--- config.mk ---
export PLATFORM = sky130hd
export DESIGN_NAME = tws_slot_ram
export DESIGN_NICKNAME = d
export VERILOG_FILES = /design/src/hw/rtl/tws_slot_ram.sv
export SDC_FILE = /design/constraint.sdc
export NUM_CORES = 2
export LEC_CHECK = 0
export BUFFER_PORTS_ARGS = -buffer_cell sky130_fd_sc_hd__buf_2
export CAP_MARGIN = 10
export CORE_ASPECT_RATIO = 0.7
export CORE_UTILIZATION = 50
export DETAILED_ROUTE_END_ITERATION = 16
export GPL_TIMING_DRIVEN = 0
export PLACE_DENSITY_LB_ADDON = 0.3
export SLEW_MARGIN = 5
export SYNTH_ARGS = -nofsm -noshare
export SYNTH_HDL_FRONTEND = slang
export SYNTH_SLANG_ARGS = --single-unit
--- constraint.sdc ---
create_clock -name clk -period 2.86 [get_ports clk]
set_clock_uncertainty 0.2 [all_clocks]
set_input_delay 0.572 -clock clk [delete_from_list [all_inputs] [get_ports clk]]
set_output_delay 0.572 -clock clk [all_outputs]
set_load 0.01 [all_outputs]
--- src/hw/rtl/tws_slot_ram.sv ---
`default_nettype none
// ----------------------------------------------------------------------------
// Timing wheel slot table
// One entry per slot: empty flag, head timer and tail timer of its list.
// One write and one read per cycle, read data registered.
// ----------------------------------------------------------------------------
module tws_slot_ram #(
    parameter int SLOT_BITS = 8,
    parameter int ID_BITS   = 5
) (
    input  wire logic                 clk,
    input  wire logic [SLOT_BITS-1:0] rd_addr,
    output logic                      rd_empty,
    output logic [ID_BITS-1:0]        rd_head,
    output logic [ID_BITS-1:0]        rd_tail,
    input  wire logic                 we,
    input  wire logic [SLOT_BITS-1:0] wr_addr,
    input  wire logic                 wr_empty,
    input  wire logic [ID_BITS-1:0]   wr_head,
    input  wire logic [ID_BITS-1:0]   wr_tail
);
    localparam int SLOTS = 1 << SLOT_BITS;
    localparam int EW    = 1 + 2 * ID_BITS;

    logic [EW-1:0] mem [SLOTS];
    logic [EW-1:0] rd_reg;

    always_ff @(posedge clk)
    begin
        if (we)
        begin
            mem[wr_addr] <= {wr_empty, wr_head, wr_tail};
        end
        rd_reg <= mem[rd_addr];
    end

    assign rd_empty = rd_reg[EW-1];
    assign rd_head  = rd_reg[2*ID_BITS-1:ID_BITS];
    assign rd_tail  = rd_reg[ID_BITS-1:0];

endmodule
`default_nettype wire

==> flow_metrics.tcl <==
set metrics [dict create \
    finalSetupViolCount 562 \
    insertion_delay_ps 880 \
    area_growth_pct 18.1 \
    end_kind "flip-flop" \
    hold_ws_ps 29.2 \
    reg2reg_from "mem[182][3]" \
    start_util_pct 50.6 \
    clockBufferDepth 4 \
    route.vias.total 60303 \
    cts.clk_slew.worst_paths_ps 60 \
    yosys_warnings 0 \
    die_height_um 392 \
    grt_pass1_vias 55148 \
    chipWidth_um 559 \
    yosys_register_bits 2827 \
    cp.required_ps 3360 \
    synth_top_family_by_area "multiplexers" \
    drt_pass1_iterations 9 \
    ios 40 \
    p_leak_nw 40.0 \
    slew_headroom_pct -0.0813 \
    rsz0062_at_grt "yes" \
    wl_per_cell_um 42.2 \
    synth_common_cells "2816 x edfxtp_1, 614 x mux4_2, 291 x nor2_1" \
    gp_congestion 1.04 \
    synth_top_area_cell "edfxtp_1" \
    clock.fmax_mhz 315 \
    avgSynthCellArea_um2 21.7 \
    synth_compound_area_share_pct 3.38 \
    drive_gt1_share_pct 34.5 \
    synthXorXnorAreaFrac_pct 0 \
    start_kind "input port" \
    drc 0 \
    layout_setup_ws_ps -318 \
    grt_pass1_wl_um 480000 \
    crit-reg2reg-capture "rd_reg[3]" \
    synth_cells 4999 \
    worstPathArrival_ps 3680 \
    grt_use_total_pct 32.8 \
    yosysTopAreaCellShare_pct 77.8 \
    pre_cts_ws_ps -3420 \
    hold_depth 1 \
    synth_most_common_cell "edfxtp_1" \
    synthMuxAreaShare_pct 14.8 \
    maxCapViolCount 1 \
    cts-buffers-inserted 266 \
    min_delay_worst_endpoint "mem[213][10]" \
    place_inst 7980 \
    viasPerCell 7.00 \
    outcome "complete, but fails checks" \
    syn-num-nets 5028 \
    drv_slew 1 \
    largest_reg_flops 2816 \
    nets 5560 \
    rows 142 \
    final_hold_viol_count 0 \
    core_area_um2 215000 \
    cts_root_buffer "clkbuf_16" \
    synth_fa_ha_area_share_pct 0 \
    yosysUniqueCellTypes 58 \
    htreeDepth 5 \
    dieArea_um2 219000 \
    fin_crit_ps 3180 \
    tightest_slew_ps 1500 \
    hpwl_um 241000 \
    grt_max_degree 149 \
    ys.flop_type "edfxtp_1" \
    cts_tree "built" \
    fill_cells 14917 \
    syn-cell-area_um2 109000 \
    drtIter0Drc 11802 \
    synth-edff-count 2816 \
    ys_seq_area_share_pct 78.0 \
    final.period_utilization_pct 111 \
    ys_top_cells_by_area "edfxtp_1 78%, mux4_2 13%, mux2i_1 2.1%" \
    ys_async_sr_fraction_pct 0 \
    hold_path.class "input port to flip-flop" \
    stdcell_count 8618 \
    grt_remaining_overflow 0 \
    wirelength_um 363000 \
    antenna_found_initial 25 \
    drtAntennaViolNets 0 \
    path_class "input port to flip-flop" \
    vdd_ir_drop_max_mv 0.508 \
    cp_max_fo 10 \
    powerDensity_nw_per_um2 680 \
    portBuffers 31 \
    r2r_slack_ps -240 \
    synth-simple-area-share_pct 2.13 \
    clock_sinks 2827 \
    violations "capacitance limit, slew limit, setup timing" \
    min_from "wr_empty" \
    rr_worst_depth 6 \
]
[cells in the final DEF (no fill, tap or decap), types with 29 or more instances in the layout]
cell type	netlist	layout
edfxtp_1	2816	2816
mux4_2	614	614
clkbuf_16	0	280
mux2i_1	229	224
buf_4	30	208
nor2_4	0	124
nor2_1	291	100
a22oi_1	125	99
clkbuf_1	139	79
o22ai_1	84	68
nor2_2	0	67
buf_6	53	61
buf_16	0	52
clkinv_1	1	52
buf_8	5	50
nand2_1	52	46
clkbuf_2	0	42
clkinv_2	0	41
buf_12	1	37
a21oi_1	76	36
buf_2	53	35
clkbuf_4	0	33
a22o_1	36	33
nand3_1	40	31
o221ai_2	0	29
[metrics by stage]
step | util [%] | setup TNS (ps) | instance area (um2) | total power, mW
floorplan | - | 0 | 109000 | 48.8
global placement | 52.3 | -9916420 | 112000 | 51.6
detailed placement | 52.9 | -2860510 | 114000 | 51.6
CTS | 58.6 | -85130 | 126000 | 86.6
global route | 59.7 | -16490 | 128000 | 88.6
finish | 59.7 | -39230 | 128000 | 87.4
[worst max-delay path, cell delays in order]
cell	delay [ps]
buf_2	240
buf_4	350
and2_1	180
buf_2	360
clkbuf_8	350
clkbuf_4	310
a22oi_1	140
a21oi_2	490
nor3_4	130
nor4_4	520
[worst max path at each step]
stage,startpoint,end,slack [ps],depth (start not counted)
after global routing,wr_addr[4],mem[201][6],-250,5
after floorplan,rd_addr[0],rd_reg[4],6,10
after CTS,wr_addr[0],mem[209][3],-320,6
after global placement,rd_addr[1],rd_reg[2],-4600,8
final,rd_addr[3],rd_reg[3],-320,10
after detailed placement,rd_addr[1],rd_reg[6],-3420,10
[metal layers]
layer / GRT usage (%) / routed length, um / vias up
li1: - / - / 22303
met1: 46.0 / 132000 / 31633
met2: 42.3 / 143000 / 5463
met3: 18.2 / 70800 / 880
met4: 12.4 / 16500 / 24
met5: 0.943 / 1190 / -
[repair_timing]
| action | in CTS | in global routing |
|---|---|---|
| gates cloned | 1 | 1 |
| pin swaps | 67 | 58 |
| hold buffers | 6 | 0 |
| endpoints found under the setup margin | 1867 | 1765 |
| resized for setup | 886 | 309 |
| hold endpoints to repair | 145 | 0 |
| buffers inserted | 41 | 105 |
[cell type report]
class / instances / area (um2) / share of cell area (%)
Clock buffer: 326 / 7090 / 5.53
Multi-Input combinational cell: 1864 / 25400 / 19.8
Sequential cell: 2827 / 84800 / 66.0
Buffer: 294 / 3340 / 2.60
Inverter: 5 / 23.8 / 0.0185
Timing Repair Buffer: 273 / 2850 / 2.22
Antenna cell: 17 / 42.5 / 0.0331
Tap cell: 2880 / 3600 / 2.81
Clock inverter: 132 / 1270 / 0.986
[cell families (layout without fill, tap and decap cells)]
logic type | after synthesis | in the layout
mux | 845 | 845
other cells | 0 | 17
buf+inv | 308 | 1030
flops | 2827 | 2827
compound gates | 503 | 503
simple gates | 516 | 516
[where the power goes]
group	leakage [nW]	internal, mW	switching (mW)	total, mW
Combinational	10.5	2.04	4.28	6.32
Sequential	25.4	45.7	0.0312	45.7
Clock	4.10	19.8	15.6	35.4
Total	40.0	67.5	19.9	87.4
(Power assumes the default switching activity.)
