--- config.mk ---
export PLATFORM = sky130hd
export DESIGN_NAME = tws_timer_ram
export DESIGN_NICKNAME = d
export VERILOG_FILES = /design/src/hw/rtl/tws_pkg.sv /design/src/hw/rtl/tws_timer_ram.sv
export SDC_FILE = /design/constraint.sdc
export NUM_CORES = 1
export LEC_CHECK = 0
export BUFFER_PORTS_ARGS = -buffer_cell sky130_fd_sc_hd__buf_4
export CORE_MARGIN = 4
export CORE_UTILIZATION = 55
export DETAILED_ROUTE_END_ITERATION = 8
export PLACE_DENSITY = 0.8
export SYNTH_ARGS = -nofsm -noshare
export SYNTH_HDL_FRONTEND = slang
export SYNTH_SLANG_ARGS = --single-unit
--- constraint.sdc ---
create_clock -name clk -period 3 [get_ports clk]
set_clock_uncertainty 0.2 [all_clocks]
set_input_delay 0.15 -clock clk [delete_from_list [all_inputs] [get_ports clk]]
set_output_delay 0.15 -clock clk [all_outputs]
set_load 0.02 [all_outputs]
--- src/hw/rtl/tws_pkg.sv ---
`default_nettype none
// ----------------------------------------------------------------------------
// Timing wheel scheduler package
// Operation codes and sequencer states shared by the scheduler files.
// ----------------------------------------------------------------------------
package tws_pkg;

    localparam logic [1:0] OP_ARM      = 2'd0;
    localparam logic [1:0] OP_DELETE   = 2'd1;
    localparam logic [1:0] OP_TICK     = 2'd2;
    localparam logic [1:0] OP_RESERVED = 2'd3;

    localparam int TAG_BITS  = 9;
    localparam int TYPE_BITS = 8;
    localparam int OUT_ID_BITS = 5;

    typedef enum logic [3:0] {
        ST_CLEAR,
        ST_IDLE,
        ST_UN_READ,
        ST_UN_SLOT,
        ST_UN_WRITE,
        ST_AP_READ,
        ST_AP_WRITE,
        ST_TK_READ,
        ST_TK_HEAD,
        ST_TK_WALK,
        ST_TK_FLUSH
    } state_t;

endpackage
`default_nettype wire

--- src/hw/rtl/tws_timer_ram.sv ---
`default_nettype none
// ----------------------------------------------------------------------------
// Timing wheel timer table
// Per-timer next link, previous link, and slot with tag, in three memories
// with their own write ports; all are read at one shared address.
// ----------------------------------------------------------------------------
module tws_timer_ram #(
    parameter int NUM_TIMERS = 32,
    parameter int ID_BITS    = 5,
    parameter int SLOT_BITS  = 8
) (
    input  wire logic                 clk,
    input  wire logic [ID_BITS-1:0]   rd_addr,
    output logic [ID_BITS-1:0]        rd_next,
    output logic [ID_BITS-1:0]        rd_prev,
    output logic [SLOT_BITS-1:0]      rd_slot,
    output logic [tws_pkg::TAG_BITS-1:0] rd_tag,
    input  wire logic                 next_we,
    input  wire logic [ID_BITS-1:0]   next_waddr,
    input  wire logic [ID_BITS-1:0]   next_wdata,
    input  wire logic                 prev_we,
    input  wire logic [ID_BITS-1:0]   prev_waddr,
    input  wire logic [ID_BITS-1:0]   prev_wdata,
    input  wire logic                 meta_we,
    input  wire logic [ID_BITS-1:0]   meta_waddr,
    input  wire logic [SLOT_BITS-1:0] meta_slot,
    input  wire logic [tws_pkg::TAG_BITS-1:0] meta_tag
);
    import tws_pkg::*;

    localparam int MW = SLOT_BITS + TAG_BITS;

    logic [ID_BITS-1:0] next_mem [NUM_TIMERS];
    logic [ID_BITS-1:0] prev_mem [NUM_TIMERS];
    logic [MW-1:0]      meta_mem [NUM_TIMERS];
    logic [ID_BITS-1:0] next_reg;
    logic [ID_BITS-1:0] prev_reg;
    logic [MW-1:0]      meta_reg;

    always_ff @(posedge clk)
    begin
        if (next_we)
        begin
            next_mem[next_waddr] <= next_wdata;
        end
        if (prev_we)
        begin
            prev_mem[prev_waddr] <= prev_wdata;
        end
        if (meta_we)
        begin
            meta_mem[meta_waddr] <= {meta_slot, meta_tag};
        end
        next_reg <= next_mem[rd_addr];
        prev_reg <= prev_mem[rd_addr];
        meta_reg <= meta_mem[rd_addr];
    end

    assign rd_next = next_reg;
    assign rd_prev = prev_reg;
    assign rd_slot = meta_reg[MW-1:TAG_BITS];
    assign rd_tag  = meta_reg[TAG_BITS-1:0];

endmodule
`default_nettype wire

==> out/results.txt, run 1 <==
Worst setup path start - rd_addr[2]
Clk sinks - 891
1st-iter DRT viols - 1,852
DRC Markers - 0
IO buf count - 77
Cts repair resizes - 0
Number of enable flip-flop cells after synthesis - 864
Psw - 5320 uW
Worst VDD drop - 0.515 mV
Fmax - 396 MHz
Share of cells above drive strength 1 - 13.6%
Chain of cells forming the critical path - dlygate4sd3_1 > buf_4 > nor2_4 > dlygate4sd3_1 > buf_12 > a22o_1 > nor3_1 > a31oi_1 > nand3_1
Final Hold Fails - 0
Final setup viols - 0
Outcome - complete, no violations
First-pass GRT wire length - 114,000 um
Seq pwr share - 54.5%
Cts bufs inserted - 83
CTS Root Cell - clkbuf_16
Max reg flops - 544
Setup TNS - 0 ns
Top Family by Delay on Critical Path - buffers and inverters
Clock Tree Buf Depth - 3
Mean area per synthesized cell - 17.3 um2
Final Max Slew Viols - 0
Largest net degree at the start of global routing - 84
Post-layout net count - 2,221
Hold crit path type - in -> reg
# diodes - 0
#FFs+latches synth - 891
Vias in the first global route - 19,317
CP max stage delay - 0.61 ns
Crit-path slowest cell - dlygate4sd3_1
CP Buf/Inv Count - 4
Setup crit end kind - register
Dpl ws - 0.588 ns
Int Power - 20,200 uW
Slew @ Worst Pin - 0.815 ns
RSZ-0062 raised after global routing - no
Filler cell count - 4,100
TritonCTS clock tree - yes
Initial antenna violation count - 0
Top flop regs - meta_mem x544, next_mem x160, prev_mem x160
Post-CTS Setup Bufs - 0
Post-DP HPWL - 43,600 um
Register with the highest flop count - meta_mem
Hold_sp - rd_addr[0]
Synth top area share - 74.9%
Crit path DAT - 2.80 ns
FF-to-FF End - rd_next[0]
Syn-to-layout area delta - 13.7%
PD cells - 648 nW/um2
Total GRT Usage - 22.4%
CTS H-Tree Depth - 3
Area taken by multi-input logic gates - 7580 um2
Synth warn - 0
CORE AREA - 62,100 um2
Die Span Y - 259 um
Mapped Area - 34,600 um2
Routed vias - 18,641
Gate power share - 5.7%
Period minus WS final - 2.53 ns
Crit Path Class - in -> reg
Gr ovfl total - 0
Vias/cell - 6.07
Synthesized Nets - 2,058
Starting density of the core - 55.8%
Clk Latency, worst-skew pair - 0.63 ns
Top post-synthesis cells by area - edfxtp_1 75%, mux2i_1 12%, a22oi_1 1.8%, dfxtp_1 1.6%, a22o_1 1.4%
Fin crit share - 84.2%
Yosys top cell by area - edfxtp_1
Crit Path Max Fanout - 68
Synth Instances - 2,007
Register Area - 26,500 um2
Pleak - 0.0138 uW
R2R setup slack - 1.36 ns
DRT Pass-1 Iters - 5
Seq/Total Area, Yosys - 76.4%
Post-synth cell types - 25
Worst-case reg-to-reg path depth - 5
Worst hold endpoint - meta_reg[2]
Wirelength per Cell - 24.6 um
FP Rows - 91
CP Launch Type - primary input
Setup WS post-layout - 0.473 ns
Die width - 259 um
Worst R2R Start - next_mem[4][0]
Clock slew at the register clock pins of the worst setup and hold paths - 0.06 ns
Relative slew slack - 45.6%
Hold Buf Count CTS - 39
Sw Ratio - 20.8%
Routed WL - 75,700 um
Clock network fraction of total power - 39.8%
Max-cap viol count - 0
Antenna-violating nets left - 0
Gpl congestion - 0.825
Synth Flop Type - edfxtp_1
Share of flip-flops with an asynchronous set or reset - 0%
Worst path required time - 3.27 ns
I/O pins - 78
Worst hold stages - 5
Worst path most repeated cell - dlygate4sd3_1
Die ar. - 67,100 um2
==> placed cells by master, fill, tap and decap left out, drive strengths merged <==
cell type	synthesis	routed
a21oi	81	81
a22o	54	54
a22oi	81	81
a31oi	27	27
and2	1	1
buf	66	148
bufinv	0	5
clkbuf	43	119
clkinv	0	21
clkinvlp	0	1
dfxtp	27	27
dlygate4sd3	0	39
edfxtp	864	864
inv	0	3
mux2i	432	432
nand2	85	85
nand2b	2	2
nand3	87	87
nand3b	15	15
nor2	100	100
nor2b	2	2
nor3	27	27
or2	1	1
or3	3	3
or3b	9	9
==> per-stage QoR <==
stage	hold WS [ns]	total power [uW]	std cells	instance area, um2	utilization [%]
5_1_grt	0.0560	26300	3071	39400	63.5
4_1_cts	0.0184	25600	3071	39400	63.5
3_5_place_dp	0.366	15600	2883	36400	58.7
2_1_floorplan	0.0489	14900	2007	34600	-
3_3_place_gp	0.362	15500	2883	36400	58.7
6_report	0.0542	25500	3071	39400	63.5
==> kinds of logic (layout without fill, tap and decap cells) <==
group | Yosys count | in the layout | synth area share (%)
DFF | 891 | 891 | 76.4
muxes | 432 | 432 | 12.5
and+or+nand+nor | 332 | 332 | 4.37
AOI/OAI and AO/OA | 243 | 243 | 4.78
buffers and inverters | 109 | 336 | 1.92
==> cell type report <==
type	instances	area share, %
repair buffers	187	4.24
clock inverters	30	0.724
clock buffers	119	5.92
multi-input cells	1007	19.2
well taps	837	2.66
flip-flops and latches	891	67.2
==> worst max-delay path by stage <==
stage	endpoint	slack, ns	depth (start not counted)
final	meta_reg[1]	0.47	9
after global routing	meta_reg[1]	0.42	9
after CTS	meta_reg[1]	0.49	9
after detailed placement	rd_next[0]	0.59	7
after global placement	rd_next[0]	0.57	7
after floorplan	meta_mem[12][0]	0.87	3
==> synthesized netlist by cell type (all sizes together), types with 3 or more instances <==
| cell | count |
|---|---|
| edfxtp | 864 |
| mux2i | 432 |
| nor2 | 100 |
| nand3 | 87 |
| nand2 | 85 |
| a21oi | 81 |
| a22oi | 81 |
| buf | 66 |
| a22o | 54 |
| clkbuf | 43 |
| a31oi | 27 |
| dfxtp | 27 |
| nor3 | 27 |
| nand3b | 15 |
| or3b | 9 |
| or3 | 3 |
==> power by group through the flow <==
| stage | sequential, uW | clock, uW | combinational [uW] |
|---|---|---|---|
| 5_1_grt | 13900 | 10800 | 1550 |
| 6_report | 13900 | 10200 | 1460 |
| 3_5_place_dp | 14200 | 0 | 1410 |
| 3_3_place_gp | 14200 | 0 | 1370 |
| 2_1_floorplan | 14200 | 0 | 745 |
| 4_1_cts | 13900 | 10300 | 1460 |
==> layer usage <==
| layer | track usage, % | routed length [um] | up-vias |
|---|---|---|---|
| met5 | 0 | 0 | - |
| met4 | 8.38 | 2520 | 0 |
| met3 | 3.66 | 5010 | 161 |
| met2 | 39.2 | 39000 | 781 |
| met1 | 28.4 | 29100 | 9475 |
| li1 | - | - | 8224 |
==> worst register-to-register path, cell delays in order, from the launching register on <==
cell and delay [ns]:
edfxtp_1 0.37, mux2i_1 0.19, a22o_1 0.20, nor3_1 0.07
a31oi_1 0.27, nand3_1 0.19
Power figures use the tool's default switching activity.
==> run 2, diff against run 1 <==
--- a/config.mk
+++ b/config.mk
@@ -9,7 +9,7 @@
 export CORE_MARGIN = 4
 export CORE_UTILIZATION = 55
 export DETAILED_ROUTE_END_ITERATION = 8
-export PLACE_DENSITY = 0.8
+export PLACE_DENSITY = 0.83
 export SYNTH_ARGS = -nofsm -noshare
 export SYNTH_HDL_FRONTEND = slang
 export SYNTH_SLANG_ARGS = --single-unit
==> constraint.sdc (replaced) <==
create_clock -name clk -period 2.1 [get_ports clk]
set_clock_uncertainty 0.2 [all_clocks]
set_input_delay 0.105 -clock clk [delete_from_list [all_inputs] [get_ports clk]]
set_output_delay 0.105 -clock clk [all_outputs]
set_load 0.02 [all_outputs]
==> run 2 against run 1 <==
Effect of this change:
- power increased by 45%
- highest routed layer unchanged
- combinational power increased by 53%
- global-route usage increased by 1.1 points
- sequential power increased by 43%
==> out/results.txt, run 2 (synthesis results as in run 1) <==
Die width - 259 um
Post-layout net count - 2,271
Clock slew at the register clock pins of the worst setup and hold paths - 0.07 ns
Outcome - complete, no violations
CP Buf/Inv Count - 3
Top flop regs - meta_mem x544, next_mem x160, prev_mem x160
Setup TNS - 0 ns
Gpl congestion - 0.817
Crit Path Class - in -> reg
1st-iter DRT viols - 2,328
Crit Path Max Fanout - 8
Most frequent cells in the layout - 864 x edfxtp_1, 432 x mux2i_1, 136 x buf_4
Sw Ratio - 21.2%
Dpl ws - 0.0632 ns
CTS Root Cell - clkbuf_16
Chain of cells forming the critical path - dlygate4sd3_1 > buf_4 > nor2_1 > nand2_1 > dlygate4sd3_1 > nor2_1
Setup crit end kind - register
Post-DP HPWL - 45,400 um
PD cells - 917 nW/um2
Commonest non-fill, non-tap cell in the layout - edfxtp_1
Clk sinks - 891
Period minus WS final - 2.09 ns
Hold_sp - next_waddr[1]
Worst path required time - 2.17 ns
TritonCTS clock tree - yes
Starting density of the core - 55.8%
IO buf count - 77
DRT Pass-1 Iters - 5
Gr ovfl total - 0
Vias in the first global route - 19,846
# diodes - 0
RSZ-0062 raised after global routing - yes
Clock network fraction of total power - 40.3%
Final Max Slew Viols - 0
Seq pwr share - 53.7%
FP Rows - 91
Fin crit share - 99.7%
Slew @ Worst Pin - 0.858 ns
Die Span Y - 259 um
I/O pins - 78
Register Area - 26,500 um2
Final Hold Fails - 0
Final setup viols - 0
Max reg flops - 544
Clock Tree Buf Depth - 3
Die ar. - 67,100 um2
Power, Total - 37,000 uW
Relative slew slack - 42.8%
First-pass GRT wire length - 120,000 um
Routed vias - 19,305
Worst setup path start - next_waddr[2]
Crit path DAT - 2.17 ns
CP max stage delay - 0.63 ns
CTS H-Tree Depth - 3
Top Family by Delay on Critical Path - buffers and inverters
Syn-to-layout area delta - 16.5%
Clk Latency, worst-skew pair - 0.64 ns
Pleak - 0.0142 uW
Setup WS post-layout - 0.00706 ns
DRC Markers - 0
Register with the highest flop count - meta_mem
Int Power - 29,200 uW
Gate power share - 6.0%
Total GRT Usage - 23.5%
Routed WL - 79,700 um
Vias/cell - 6.17
Crit-path slowest cell - dlygate4sd3_1
Largest net degree at the start of global routing - 50
Area taken by multi-input logic gates - 7590 um2
Worst VDD drop - 0.776 mV
Cts bufs inserted - 84
R2R setup slack - 0.42 ns
Fmax - 478 MHz
Filler cell count - 3,896
Initial antenna violation count - 0
Wirelength per Cell - 25.5 um
Psw - 7850 uW
Share of cells above drive strength 1 - 15.3%
CP Launch Type - primary input
Worst R2R Start - meta_mem[1][6]
Hold crit path type - in -> reg
CORE AREA - 62,100 um2
Antenna-violating nets left - 0
Max-cap viol count - 0
WHS - 0.0362 ns
-- run 2: changes by cell type in the layout (fill, tap and decap cells not counted), sizes merged --
cell         before  now
inv               3    6
buf             148  190
dlygate4sd3      39   46
clkbuf          119  122
clkinv           21   20
clkinvlp          1    2
bufinv            5    7
-- run 2: per-stage QoR --
stage | std cells | utilization [%] | instance area, um2
5_1_grt | 3128 | 65.1 | 40400
3_3_place_gp | 2925 | 60.0 | 37200
4_1_cts | 3128 | 65.1 | 40400
3_5_place_dp | 2925 | 60.0 | 37200
6_report | 3128 | 65.1 | 40400
2_1_floorplan | 2007 | - | 34600
-- run 2: area by class of cell --
class                      instances  share of cell area, %
clock buffer                     122                   5.73
tap                              837                   2.59
clock inverter                    35                  0.936
multi-input combinational       1007                   18.8
sequential                       891                   65.6
timing repair buffer             236                   6.33
-- run 2: routing by layer --
layer	track usage [%]	vias up	wire [um]
li1	-	8346	-
met1	30.0	9726	29200
met2	41.5	1040	41000
met3	3.56	193	6700
met4	8.40	0	2790
met5	0	-	0
-- run 2: what timing repair did --
action / 4_1_cts / 5_1_grt
endpoints found under the setup margin: 0 / 10
endpoints found under the hold margin: 1235 / 0
setup buffers: 0 / 0
resized for setup: 0 / 2
hold buffers: 46 / 0
-- run 2: worst paths after layout --
| check | to | cells past startpoint |
|---|---|---|
| max | next_mem[17][3] | 6 |
| max reg2reg | meta_reg[6] | 5 |
| min | next_mem[28][0] | 3 |
| min reg2reg | meta_reg[13] | 4 |
-- run 2: power by group through the flow --
stage	logic, uW	registers, uW	clock network (uW)
3_3_place_gp	2040	20200	0
3_5_place_dp	2110	20200	0
2_1_floorplan	1060	20300	0
4_1_cts	2220	19900	15000
5_1_grt	2360	19900	15800
6_report	2230	19900	14900
-- run 2: worst register-to-register path: stages, from the launching register on --
cell      delay [ns]
edfxtp_1        0.37
mux2i_1         0.15
a22o_1          0.19
nor3_1          0.07
a31oi_1         0.41
nand3_1         0.15
